### config.mk
export PLATFORM = sky130hd
export DESIGN_NAME = byte_pattern_search_wrap
export DESIGN_NICKNAME = d
export VERILOG_FILES = /design/src/hdl/bsw_pkg.sv /design/src/hdl/bsw_match.sv /design/src/hdl/bsw_track.sv /design/src/hdl/byte_pattern_search_wrap.sv
export SDC_FILE = /design/constraint.sdc
export NUM_CORES = 2
export LEC_CHECK = 0
export BUFFER_PORTS_ARGS = -buffer_cell sky130_fd_sc_hd__buf_2
export CORE_UTILIZATION = 44
export CTS_CLUSTER_SIZE = 28
export DETAILED_ROUTE_END_ITERATION = 7
export PLACE_DENSITY = 0.63
export SYNTH_ARGS = -nofsm -noshare
export SYNTH_HDL_FRONTEND = slang
export SYNTH_SLANG_ARGS = --single-unit
### constraint.sdc
create_clock -name clk -period 8.1 [get_ports clk]
set_clock_uncertainty 0.15 [all_clocks]
set_input_delay 0.405 -clock clk [delete_from_list [all_inputs] [get_ports clk]]
set_output_delay 0.405 -clock clk [all_outputs]
set_load 0.01 [all_outputs]
### src/hdl/bsw_pkg.sv
// ----------------------------------------------------------------------------
// bsw_pkg
// Shared constants and types of the byte pattern search block.
// ----------------------------------------------------------------------------
package bsw_pkg;

    // Default sizes
    localparam int PATTERN_MAX_DEF = 16;
    localparam int OFFSET_BITS_DEF = 32;

    // Configuration port
    localparam int CFG_INDEX_W = 8;
    localparam int CFG_DATA_W  = 64;

    // Register indexes
    localparam logic [CFG_INDEX_W-1:0] REG_PATTERN_LOW    = 8'd0;
    localparam logic [CFG_INDEX_W-1:0] REG_PATTERN_HIGH   = 8'd1;
    localparam logic [CFG_INDEX_W-1:0] REG_PATTERN_LENGTH = 8'd2;
    localparam logic [CFG_INDEX_W-1:0] REG_START_OFFSET   = 8'd3;

    // Fixed field widths
    localparam int PATTERN_BITS = 128;
    localparam int LENGTH_W     = 5;
    localparam int OFFSET_W     = 32;

    // Configuration as seen by the datapath
    typedef struct packed {
        logic [PATTERN_BITS-1:0] pattern;
        logic [LENGTH_W-1:0]     length;
        logic [OFFSET_W-1:0]     start_offset;
    } cfg_t;

    // One search result
    typedef struct packed {
        logic                found;
        logic [OFFSET_W-1:0] match_offset;
    } result_t;

endpackage

### src/hdl/bsw_match.sv
// ----------------------------------------------------------------------------
// bsw_match
// Parallel compare of the byte window plus the current byte against the
// configured pattern; flags a pattern that ends on the current byte.
// ----------------------------------------------------------------------------
module bsw_match #(
    parameter int PATTERN_MAX = bsw_pkg::PATTERN_MAX_DEF,
    parameter int WIN_DEPTH   = (PATTERN_MAX > 1) ? PATTERN_MAX - 1 : 1,
    parameter int LEN_W       = $clog2(PATTERN_MAX + 1)
) (
    input  bsw_pkg::cfg_t     cfg,
    input  logic [7:0]        cur_byte,
    input  logic [7:0]        window [WIN_DEPTH],
    input  logic [LEN_W-1:0]  fill,
    output logic [LEN_W-1:0]  len_eff,
    output logic              hit
);
    import bsw_pkg::*;

    logic [7:0]       w [PATTERN_MAX];
    logic             all_eq;
    logic             len_hit;
    logic             fill_ok;

    // Clamp the length to the pattern store
    always_comb
    begin
        if (cfg.length > LENGTH_W'(PATTERN_MAX))
            len_eff = LEN_W'(PATTERN_MAX);
        else
            len_eff = cfg.length[LEN_W-1:0];
    end

    // Enough bytes seen for the pattern to fit inside the buffer
    assign fill_ok = ({1'b0, fill} + (LEN_W+1)'(1)) >= {1'b0, len_eff};

    // Compare every candidate length, pick the configured one
    always_comb
    begin
        w[0] = cur_byte;
        for (int j = 1; j < PATTERN_MAX; j++)
            w[j] = window[j-1];
        len_hit = 1'b0;
        for (int l = 1; l <= PATTERN_MAX; l++)
        begin
            all_eq = 1'b1;
            for (int k = 0; k < l; k++)
            begin
                if (w[l-1-k] != cfg.pattern[k*8 +: 8])
                    all_eq = 1'b0;
            end
            if (len_eff == LEN_W'(l) && all_eq)
                len_hit = 1'b1;
        end
    end

    assign hit = (len_eff != '0) && fill_ok && len_hit;

endmodule

### src/hdl/bsw_track.sv
// ----------------------------------------------------------------------------
// bsw_track
// Stream state: byte window, fill count, position and the first matches
// anywhere and at or after the start offset; forms the result on the last
// byte and clears for the next buffer.
// ----------------------------------------------------------------------------
module bsw_track #(
    parameter int PATTERN_MAX = bsw_pkg::PATTERN_MAX_DEF,
    parameter int OFFSET_BITS = bsw_pkg::OFFSET_BITS_DEF,
    parameter int WIN_DEPTH   = (PATTERN_MAX > 1) ? PATTERN_MAX - 1 : 1,
    parameter int LEN_W       = $clog2(PATTERN_MAX + 1)
) (
    input  logic                         clk,
    input  logic                         rst_n,
    input  logic                         step,
    input  logic [7:0]                   cur_byte,
    input  logic                         last,
    input  logic                         hit,
    input  logic [LEN_W-1:0]             len_eff,
    input  logic [bsw_pkg::OFFSET_W-1:0] start_offset,
    output logic [7:0]                   window [WIN_DEPTH],
    output logic [LEN_W-1:0]             fill,
    output bsw_pkg::result_t             result
);
    import bsw_pkg::*;

    logic [7:0]             window_reg [WIN_DEPTH];
    logic [LEN_W-1:0]       fill_reg;
    logic [OFFSET_BITS-1:0] position_reg;
    logic                   any_seen_reg;
    logic [OFFSET_BITS-1:0] first_any_reg;
    logic                   after_seen_reg;
    logic [OFFSET_BITS-1:0] first_after_reg;

    logic [OFFSET_BITS-1:0] match_off;
    logic                   any_seen_next;
    logic [OFFSET_BITS-1:0] first_any_next;
    logic                   after_seen_next;
    logic [OFFSET_BITS-1:0] first_after_next;

    assign window = window_reg;
    assign fill   = fill_reg;

    // Start offset of a match that ends on the current byte
    assign match_off = position_reg - OFFSET_BITS'(len_eff) + OFFSET_BITS'(1);

    // Record the first matches
    always_comb
    begin
        any_seen_next    = any_seen_reg;
        first_any_next   = first_any_reg;
        after_seen_next  = after_seen_reg;
        first_after_next = first_after_reg;
        if (hit && !any_seen_reg)
        begin
            any_seen_next  = 1'b1;
            first_any_next = match_off;
        end
        if (hit && !after_seen_reg && (OFFSET_W'(match_off) >= start_offset))
        begin
            after_seen_next  = 1'b1;
            first_after_next = match_off;
        end
    end

    // Choose forward match, else wrapped match, else not found
    always_comb
    begin
        if (after_seen_next)
        begin
            result.found        = 1'b1;
            result.match_offset = OFFSET_W'(first_after_next);
        end
        else if (any_seen_next)
        begin
            result.found        = 1'b1;
            result.match_offset = OFFSET_W'(first_any_next);
        end
        else
        begin
            result.found        = 1'b0;
            result.match_offset = '0;
        end
    end

    // Shift the window
    always_ff @(posedge clk)
    begin
        if (step)
        begin
            window_reg[0] <= cur_byte;
            for (int i = 1; i < WIN_DEPTH; i++)
                window_reg[i] <= window_reg[i-1];
        end
    end

    // Advance position and match state, clear after the last byte
    always_ff @(posedge clk or negedge rst_n)
    begin
        if (!rst_n)
        begin
            fill_reg        <= '0;
            position_reg    <= '0;
            any_seen_reg    <= 1'b0;
            first_any_reg   <= '0;
            after_seen_reg  <= 1'b0;
            first_after_reg <= '0;
        end
        else if (step)
        begin
            if (last)
            begin
                fill_reg        <= '0;
                position_reg    <= '0;
                any_seen_reg    <= 1'b0;
                first_any_reg   <= '0;
                after_seen_reg  <= 1'b0;
                first_after_reg <= '0;
            end
            else
            begin
                if (fill_reg != LEN_W'(PATTERN_MAX))
                    fill_reg <= fill_reg + LEN_W'(1);
                position_reg    <= position_reg + OFFSET_BITS'(1);
                any_seen_reg    <= any_seen_next;
                first_any_reg   <= first_any_next;
                after_seen_reg  <= after_seen_next;
                first_after_reg <= first_after_next;
            end
        end
    end

    // A forward match is always also a match anywhere
    a_after_implies_any: assert property (@(posedge clk) disable iff (!rst_n)
        after_seen_reg |-> any_seen_reg)
        else $error("forward match recorded without any match");

    // The last byte leaves a clean stream state
    a_clear_on_last: assert property (@(posedge clk) disable iff (!rst_n)
        step && last |=> (position_reg == '0) && (fill_reg == '0) && !any_seen_reg)
        else $error("stream state not cleared after last byte");

    // Fill never passes the pattern store
    a_fill_bound: assert property (@(posedge clk) disable iff (!rst_n)
        fill_reg <= LEN_W'(PATTERN_MAX))
        else $error("window fill out of range");

endmodule

### src/hdl/byte_pattern_search_wrap.sv
// ----------------------------------------------------------------------------
// byte_pattern_search_wrap
// Streaming byte pattern search with wrap-around: one result per buffer.
// ----------------------------------------------------------------------------
// Throughput: one byte per cycle; the window compare and match update run
// once per cycle on the byte held in the input register.
// Result path: the last byte of a buffer passes the input register, then the
// result register; a last byte stalls while the previous result is not taken.
// Reset: rst_n clears configuration, stream counters and both valid flags.
// ----------------------------------------------------------------------------
module byte_pattern_search_wrap #(
    parameter int PATTERN_MAX = bsw_pkg::PATTERN_MAX_DEF,
    parameter int OFFSET_BITS = bsw_pkg::OFFSET_BITS_DEF
) (
    input  logic                           clk,
    input  logic                           rst_n,
    // Configuration writes
    input  logic                           cfg_valid,
    output logic                           cfg_ready,
    input  logic [bsw_pkg::CFG_INDEX_W-1:0] cfg_index,
    input  logic [bsw_pkg::CFG_DATA_W-1:0]  cfg_data,
    // Byte stream in
    input  logic                           s_axis_tvalid,
    output logic                           s_axis_tready,
    input  logic [7:0]                     s_axis_tdata,  // [7:0] data_byte
    input  logic                           s_axis_tlast,  // last_byte
    // Result out
    output logic                           m_axis_tvalid,
    input  logic                           m_axis_tready,
    output logic [31:0]                    m_axis_tdata,  // [31:0] match_offset
    output logic                           m_axis_tuser   // [0] found
);
    import bsw_pkg::*;

    localparam int WIN_DEPTH = (PATTERN_MAX > 1) ? PATTERN_MAX - 1 : 1;
    localparam int LEN_W     = $clog2(PATTERN_MAX + 1);

    cfg_t             cfg_reg;
    logic             st_valid_reg;
    logic [7:0]       st_data_reg;
    logic             st_last_reg;
    logic             out_valid_reg;
    result_t          out_res_reg;

    logic             st_fire;
    logic [7:0]       window [WIN_DEPTH];
    logic [LEN_W-1:0] fill;
    logic [LEN_W-1:0] len_eff;
    logic             hit;
    result_t          result;

    assign cfg_ready = 1'b1;

    // Decode configuration writes
    always_ff @(posedge clk or negedge rst_n)
    begin
        if (!rst_n)
            cfg_reg <= '0;
        else if (cfg_valid && cfg_ready)
        begin
            unique case (cfg_index)
                REG_PATTERN_LOW:    cfg_reg.pattern[63:0]   <= cfg_data;
                REG_PATTERN_HIGH:   cfg_reg.pattern[127:64] <= cfg_data;
                REG_PATTERN_LENGTH: cfg_reg.length          <= cfg_data[LENGTH_W-1:0];
                REG_START_OFFSET:   cfg_reg.start_offset    <= cfg_data[OFFSET_W-1:0];
                default:            ;
            endcase
        end
    end

    // Process the held byte unless its result has nowhere to go
    assign st_fire       = st_valid_reg && (!st_last_reg || !out_valid_reg || m_axis_tready);
    assign s_axis_tready = !st_valid_reg || st_fire;

    // Input register
    always_ff @(posedge clk or negedge rst_n)
    begin
        if (!rst_n)
            st_valid_reg <= 1'b0;
        else if (s_axis_tready)
            st_valid_reg <= s_axis_tvalid;
    end

    always_ff @(posedge clk)
    begin
        if (s_axis_tready && s_axis_tvalid)
        begin
            st_data_reg <= s_axis_tdata;
            st_last_reg <= s_axis_tlast;
        end
    end

    bsw_match #(
        .PATTERN_MAX (PATTERN_MAX),
        .WIN_DEPTH   (WIN_DEPTH),
        .LEN_W       (LEN_W)
    ) u_match (
        .cfg      (cfg_reg),
        .cur_byte (st_data_reg),
        .window   (window),
        .fill     (fill),
        .len_eff  (len_eff),
        .hit      (hit)
    );

    bsw_track #(
        .PATTERN_MAX (PATTERN_MAX),
        .OFFSET_BITS (OFFSET_BITS),
        .WIN_DEPTH   (WIN_DEPTH),
        .LEN_W       (LEN_W)
    ) u_track (
        .clk          (clk),
        .rst_n        (rst_n),
        .step         (st_fire),
        .cur_byte     (st_data_reg),
        .last         (st_last_reg),
        .hit          (hit),
        .len_eff      (len_eff),
        .start_offset (cfg_reg.start_offset),
        .window       (window),
        .fill         (fill),
        .result       (result)
    );

    // Result register
    always_ff @(posedge clk or negedge rst_n)
    begin
        if (!rst_n)
            out_valid_reg <= 1'b0;
        else if (st_fire && st_last_reg)
            out_valid_reg <= 1'b1;
        else if (m_axis_tready)
            out_valid_reg <= 1'b0;
    end

    always_ff @(posedge clk)
    begin
        if (st_fire && st_last_reg)
            out_res_reg <= result;
    end

    assign m_axis_tvalid = out_valid_reg;
    assign m_axis_tdata  = out_res_reg.match_offset;
    assign m_axis_tuser  = out_res_reg.found;

    // A not-found result carries offset zero
    a_not_found_zero: assert property (@(posedge clk) disable iff (!rst_n)
        m_axis_tvalid && !m_axis_tuser |-> m_axis_tdata == '0)
        else $error("not-found result with nonzero offset");

    // Never overwrite a result that has not been taken
    a_no_overwrite: assert property (@(posedge clk) disable iff (!rst_n)
        st_fire && st_last_reg |-> !out_valid_reg || m_axis_tready)
        else $error("pending result overwritten");

    // An accepted byte is held in the input register next cycle
    a_accept_holds: assert property (@(posedge clk) disable iff (!rst_n)
        s_axis_tvalid && s_axis_tready |=> st_valid_reg)
        else $error("accepted byte lost");

endmodule

[Yosys cells after proc, flatten, opt, wreduce, memory -nomap -nowiden]
Index checks and enable logic that the tools add are counted.
Operators by class
  $add $sub $neg: 5
  multipliers: 0
  div/mod/pow operators: 0
  magnitude comparators: 3
  equal/unequal tests: 156
  shift-type cells: 0
  muxes and demuxes: 168
  bitwise logic cells: 0
  reductions and logical operators: 41
Operators with widths (count)
  inequality test 8 bit: 136
  two-way mux 32 bit: 6
  two-way mux 1 bit: 158
  adder 32 x 1 -> 32 bit (second input constant): 2
  equality test 5 x 4 -> 1 bit (second input constant): 8
  two-way mux 33 bit: 1
  >= comparator 32 bit: 1
  subtractor 32 x 5 -> 32 bit: 1
  logical AND 1 bit: 24
  equality test 5 x 3 -> 1 bit (second input constant): 4
  equality test 8 x 2 -> 1 bit (second input constant): 2
  two-way mux 5 bit: 3
  equality test 5 x 2 -> 1 bit (second input constant): 2
  AND reduction 2 bit: 5
  equality test 8 x 1 -> 1 bit (second input constant): 1
  zero test 8 bit: 1
  adder 5 x 1 -> 6 bit (second input constant): 1
  >= comparator 6 x 5 -> 1 bit: 1
  adder 5 x 1 -> 5 bit (second input constant): 1
  equality test 5 x 1 -> 1 bit (second input constant): 1
  equality test 5 bit (second input constant): 1
  > comparator 5 bit (second input constant): 1
  zero test 1 bit: 5
  inequality test 5 bit (second input constant): 1
  other kinds (3): 6
Word-level totals
  register bits after elaboration: 432
  latch bits: 0
  memory bits (writable): 0
  bits in read-only memories: 0
  input bits: 86
  word-level logic and storage cells: 404
  memories: 0

[Logic depth before layout (Yosys ltp)]
  word-level depth: 25
  depth in mapped cells: 30
  gate-level depth less buffers: 28

[By module]
Synthesis repeated with hierarchy kept, for this count alone.
Unflattened totals
  cells, all modules: 3315
  area total of the unflattened synthesis: 32663.8 µm²
By module, submodules not included
  bsw_match: times used 1, cells an instance 1944, area an instance 13780.7 µm², seq. area each 0.0 µm²
  bsw_track: times used 1, cells an instance 963, area an instance 11333.4 µm², seq. area each 6180.9 µm²
  byte_pattern_search_wrap: times used 1, cells an instance 408, area an instance 7549.7 µm², seq. area each 5440.2 µm²

[Least setup slack after synthesis]
OpenSTA, ideal clock, no wires.
  kind: register to register
  start point: reg cfg_reg[36] (netlist name)
  end point: reg out_res_reg, in the netlist m_axis_tdata[10], data pin
  arrival time: 5.418 ns
  data required time: 7.679 ns
  path slack: 2.261 ns
  cell stages (with the launch flop): 30
  path buffers: 2
  clock period less this slack: 5.839 ns
  path through: dfrtp_1 > clkbuf_1 > inv_1 > nand2_1 > inv_1 > ha_1 > inv_1 > ha_1 > fa_1 > a211oi_1 > o211ai_1 > a41oi_1 > o22ai_1 > a31o_2 > a31oi_1 > o21bai_1 > a21oi_1 > xnor2_1 > inv_1 > ha_1 > nand4_1 > nor4_1 > o21ai_0 > a21oi_1 > a211o_1 > a211o_1 > nand3_2 > buf_2 > mux2i_1 > o22ai_1
RTL lines
  start, declared: line byte_pattern_search_wrap.sv:38  | cfg_t cfg_reg;
  end signal, assigned: line byte_pattern_search_wrap.sv:139  | out_res_reg <= result;
  end, declared: line byte_pattern_search_wrap.sv:43  | result_t out_res_reg;

==> summary.md <==
| Metric | Value |
|---|---|
| Worst VDD drop | `0.000174 V` |
| Final Cell Area | `0.0403 sq mm` |
| Seq cells post-synth | `around 430` |
| Finished Core Util | `0.500` |
| Largest net degree at the start of global routing | `143` |
| Dpl cell area | `0.0377 sq mm` |
| Post-CTS setup buffer count | `0` |
| WP data required | `8.29 ns` |
| Number of global-route vias before repair | `33400` |
| Final Hold Viols | `0` |
| Die Height | `about 290 um` |
| Hold Buf Count CTS | `78` |
| Post-synth EDFFs | `162` |
| Critical path endpoint category | `flip-flop` |
| Failing checks | `DRC, capacitance limit, slew limit` |
| Worst-margin pin slew | `1.55 ns` |
| Startpoint types | `flip-flop` |
| Area contributors post-synth | `xnor2_1 (19%), dfrtp_1 (19%), edfxtp_1 (14%)` |
| Crit path time final | `7.07 ns` |
| Synth top cells by count | `xnor2_1 (787), nand4_1 (394), xor2_1 (278)` |
| Hold_ws | `approximately 0.020 ns` |
| Max-slew violation count | `10` |
| CTS clk-pin slew, worst paths | `0.07 ns` |
| Initial DRC count | `about 6200` |
| RSZ-0062 raised after global routing | `false` |
| Yosys top cell area share | `0.192` |
| Initial antenna violation count | `12` |
| Total overflow reported by the global router | `0` |
| Net Count, Synth | `between 4000 and 5000` |
| Share of cells above drive strength 1 | `0.154` |
| Post-DR vias/cell | `7.10` |
| Most frequent cell after synthesis | `xnor2_1` |
| Max reg flops | `165` |
| Via count of the routed design | `35900` |
| DRT antenna net count | `0` |
| Syn_area_per_cell | `9.32 sq um` |
| Slew headroom | `-0.0309` |
| Seq/Total Area, Yosys | `0.324` |
| CTS tree | `done` |
| WP data arrival | `about 7.3 ns` |
| Core Region | `0.0807 sq mm` |
| CTS H-tree lvls | `2` |
| DRC | `377` |
| Distinct cell type count after synthesis | `80` |
| Gr usage total | `0.506` |
| Critical path type | `reg -> reg` |
| Pleak | `15.4 nW` |
| Hold Crit Class | `in -> reg` |
| Synth area leader | `xnor2_1` |
| Max clock buf depth | `3` |
| Layout area overhead | `12.3%` |
| Buffer and inverter count on the worst path | `3` |
| Cells after synthesis | `3852` |
| Avg WL per Cell | `42.1 um` |
| CTS Sinks | `432` |
| Worst-path cell chain | `inv_1, nand2_1, ha_1, ha_1, o21ai_0, o21ai_0, or3b_2, o41a_1, o21ai_0, a211oi_1, o21ai_0, a31oi_1, xor2_1, inv_1, ha_1, nand4_1, nor4_1, o21ai_0, nor4_1, a211o_1, nand3_2, buf_12, mux2i_1, o22ai_1` |
| Synth warn | `0` |
| Clock Latency Late Sink | `0.67 ns` |
| Post-CTS sizing | `0` |
| Drt pass-1 iters | `8` |
| Endpoints failing setup | `0` |
| Initial Util | `0.445` |
| Maxcap violations | `1` |
| Setup TNS | `0 ns` |
| RePlAce Congestion | `1.16` |
| CP max-delay cell | `o21ai_0` |
| Total Power | `between 0.008 and 0.009 W` |
| Synth async-reset ratio | `0.625` |
| # port buffers | `120` |
| Die area | `0.0827 sq mm` |
| Slowest cell delay on critical path | `0.54 ns` |
| Die Wd | `288 um` |
| Power per cell area | `201 mW/mm^2` |
| Status | `finished, violations left` |
| Rows | `104` |
| Hpwl dp | `between 100000 and 150000 um` |
| Top_reg_cell synth | `dfrtp_1` |
| Root Buffer | `clkbuf_16` |
| Mapped Area | `0.0359 sq mm` |
| Routed wire length | `213000 um` |
| IO Count | `between 100 and 150` |
| First-pass GRT wire length | `284000 um` |
| Fmax | `~140 MHz` |
| Cell mode on critical path | `o21ai_0` |
| Number of buffers created by CTS | `52` |
| Final Net Count | `4134` |
| Delay-heaviest family, CP | `compound AO/OA/AOI/OAI gates` |
| Critical Path Fanout Max | `47` |
| Period Utilization, post-route | `0.873` |
[routing by layer]
layer / GRT usage / part of all wire
met4: 0.373 / 0.099
met2: 0.662 / 0.37
met5: 0.0453 / 0.0025
met1: 0.618 / 0.36
met3: 0.268 / 0.16
[cell type report]
type | count | area, sq um
Inverter | 138 | 520
Clock buffer | 75 | 1540
Fill cell | 7663 | 40400
Tap cell | 1060 | 1330
Antenna cell | 8 | 20.0
Multi-Input combinational cell | 2936 | 22200
Clock inverter | 23 | 208
Sequential cell | 432 | 11600
Timing Repair Buffer | 387 | 2840
[cell usage in the layout (no fill, tap or decap), types with 9 or more instances in the layout]
| master | n |
|---|---|
| a21o_1 | 25 |
| a21oi_1 | 62 |
| a2bb2oi_1 | 27 |
| and3_1 | 9 |
| and4_1 | 14 |
| buf_2 | 119 |
| buf_4 | 186 |
| clkbuf_1 | 11 |
| clkbuf_16 | 55 |
| dfrtp_1 | 247 |
| dfrtp_2 | 23 |
| dlygate4sd3_1 | 78 |
| edfxtp_1 | 162 |
| ha_1 | 100 |
| inv_1 | 136 |
| mux2_2 | 161 |
| mux2i_1 | 42 |
| nand2_1 | 167 |
| nand2b_1 | 143 |
| nand3_1 | 56 |
| nand4_1 | 394 |
| nand4b_1 | 12 |
| nor2_1 | 103 |
| nor2b_1 | 9 |
| nor3_1 | 60 |
| nor4_1 | 164 |
| nor4b_1 | 23 |
| o2111ai_1 | 18 |
| o21ai_0 | 75 |
| o21ai_1 | 20 |
| o21ai_2 | 10 |
| o22ai_1 | 38 |
| or4_1 | 9 |
| xnor2_1 | 787 |
| xor2_1 | 278 |
[per-stage QoR]
step | setup slack [ns] | std cells
after floorplan | 2.26 | 3852
after global placement | 1.35 | 4874
after detailed placement | 1.15 | 4874
after CTS | 1.12 | 5050
after global routing | 0.471 | 5051
final | 1.03 | 5059
[report_power, final]
group          internal, W  switching (W)  leakage [nW]
sequential         0.00242       0.000368          5.24
clock              0.00137        0.00107         0.856
combinational      0.00102        0.00183          9.34
[path summary, 6_finish.rpt]
| kind | from | end | slack, ns | cells past startpoint |
|---|---|---|---|---|
| max reg2reg | cfg_reg[36] | m_axis_tdata[4] | 1.03 | 24 |
| max | cfg_reg[36] | m_axis_tdata[4] | 1.03 | 24 |
| max in group asynchronous | rst_n | cfg_reg[58] | 5.60 | 4 |
| min reg2reg | u_track.window[67] | u_track.window[59] | 0.30 | 0 |
| min | cfg_index[0] | cfg_reg[11] | 0.02 | 3 |
| min in group asynchronous | rst_n | cfg_reg[71] | 0.18 | 2 |
[cell families (layout without fill, tap and decap cells)]
kind of cell,count (synthesis),in the layout,synth area share
adders and majority gates,101,101,0.0354
AOI/OAI and AO/OA,350,350,0.0647
buffers and inverters,484,623,0.0590
DFF,432,432,0.324
other,1,9,0.000104
xor gates and xnor gates,1065,1065,0.260
and+or+nand+nor,1216,1216,0.195
muxes,203,203,0.0622
[tightest hold or removal path, stage by stage]
cell and delay, ns:
buf_2 0.13, nand3_2 0.10, mux2_2 0.15
Note: power is estimated with default switching activity, not from simulation.
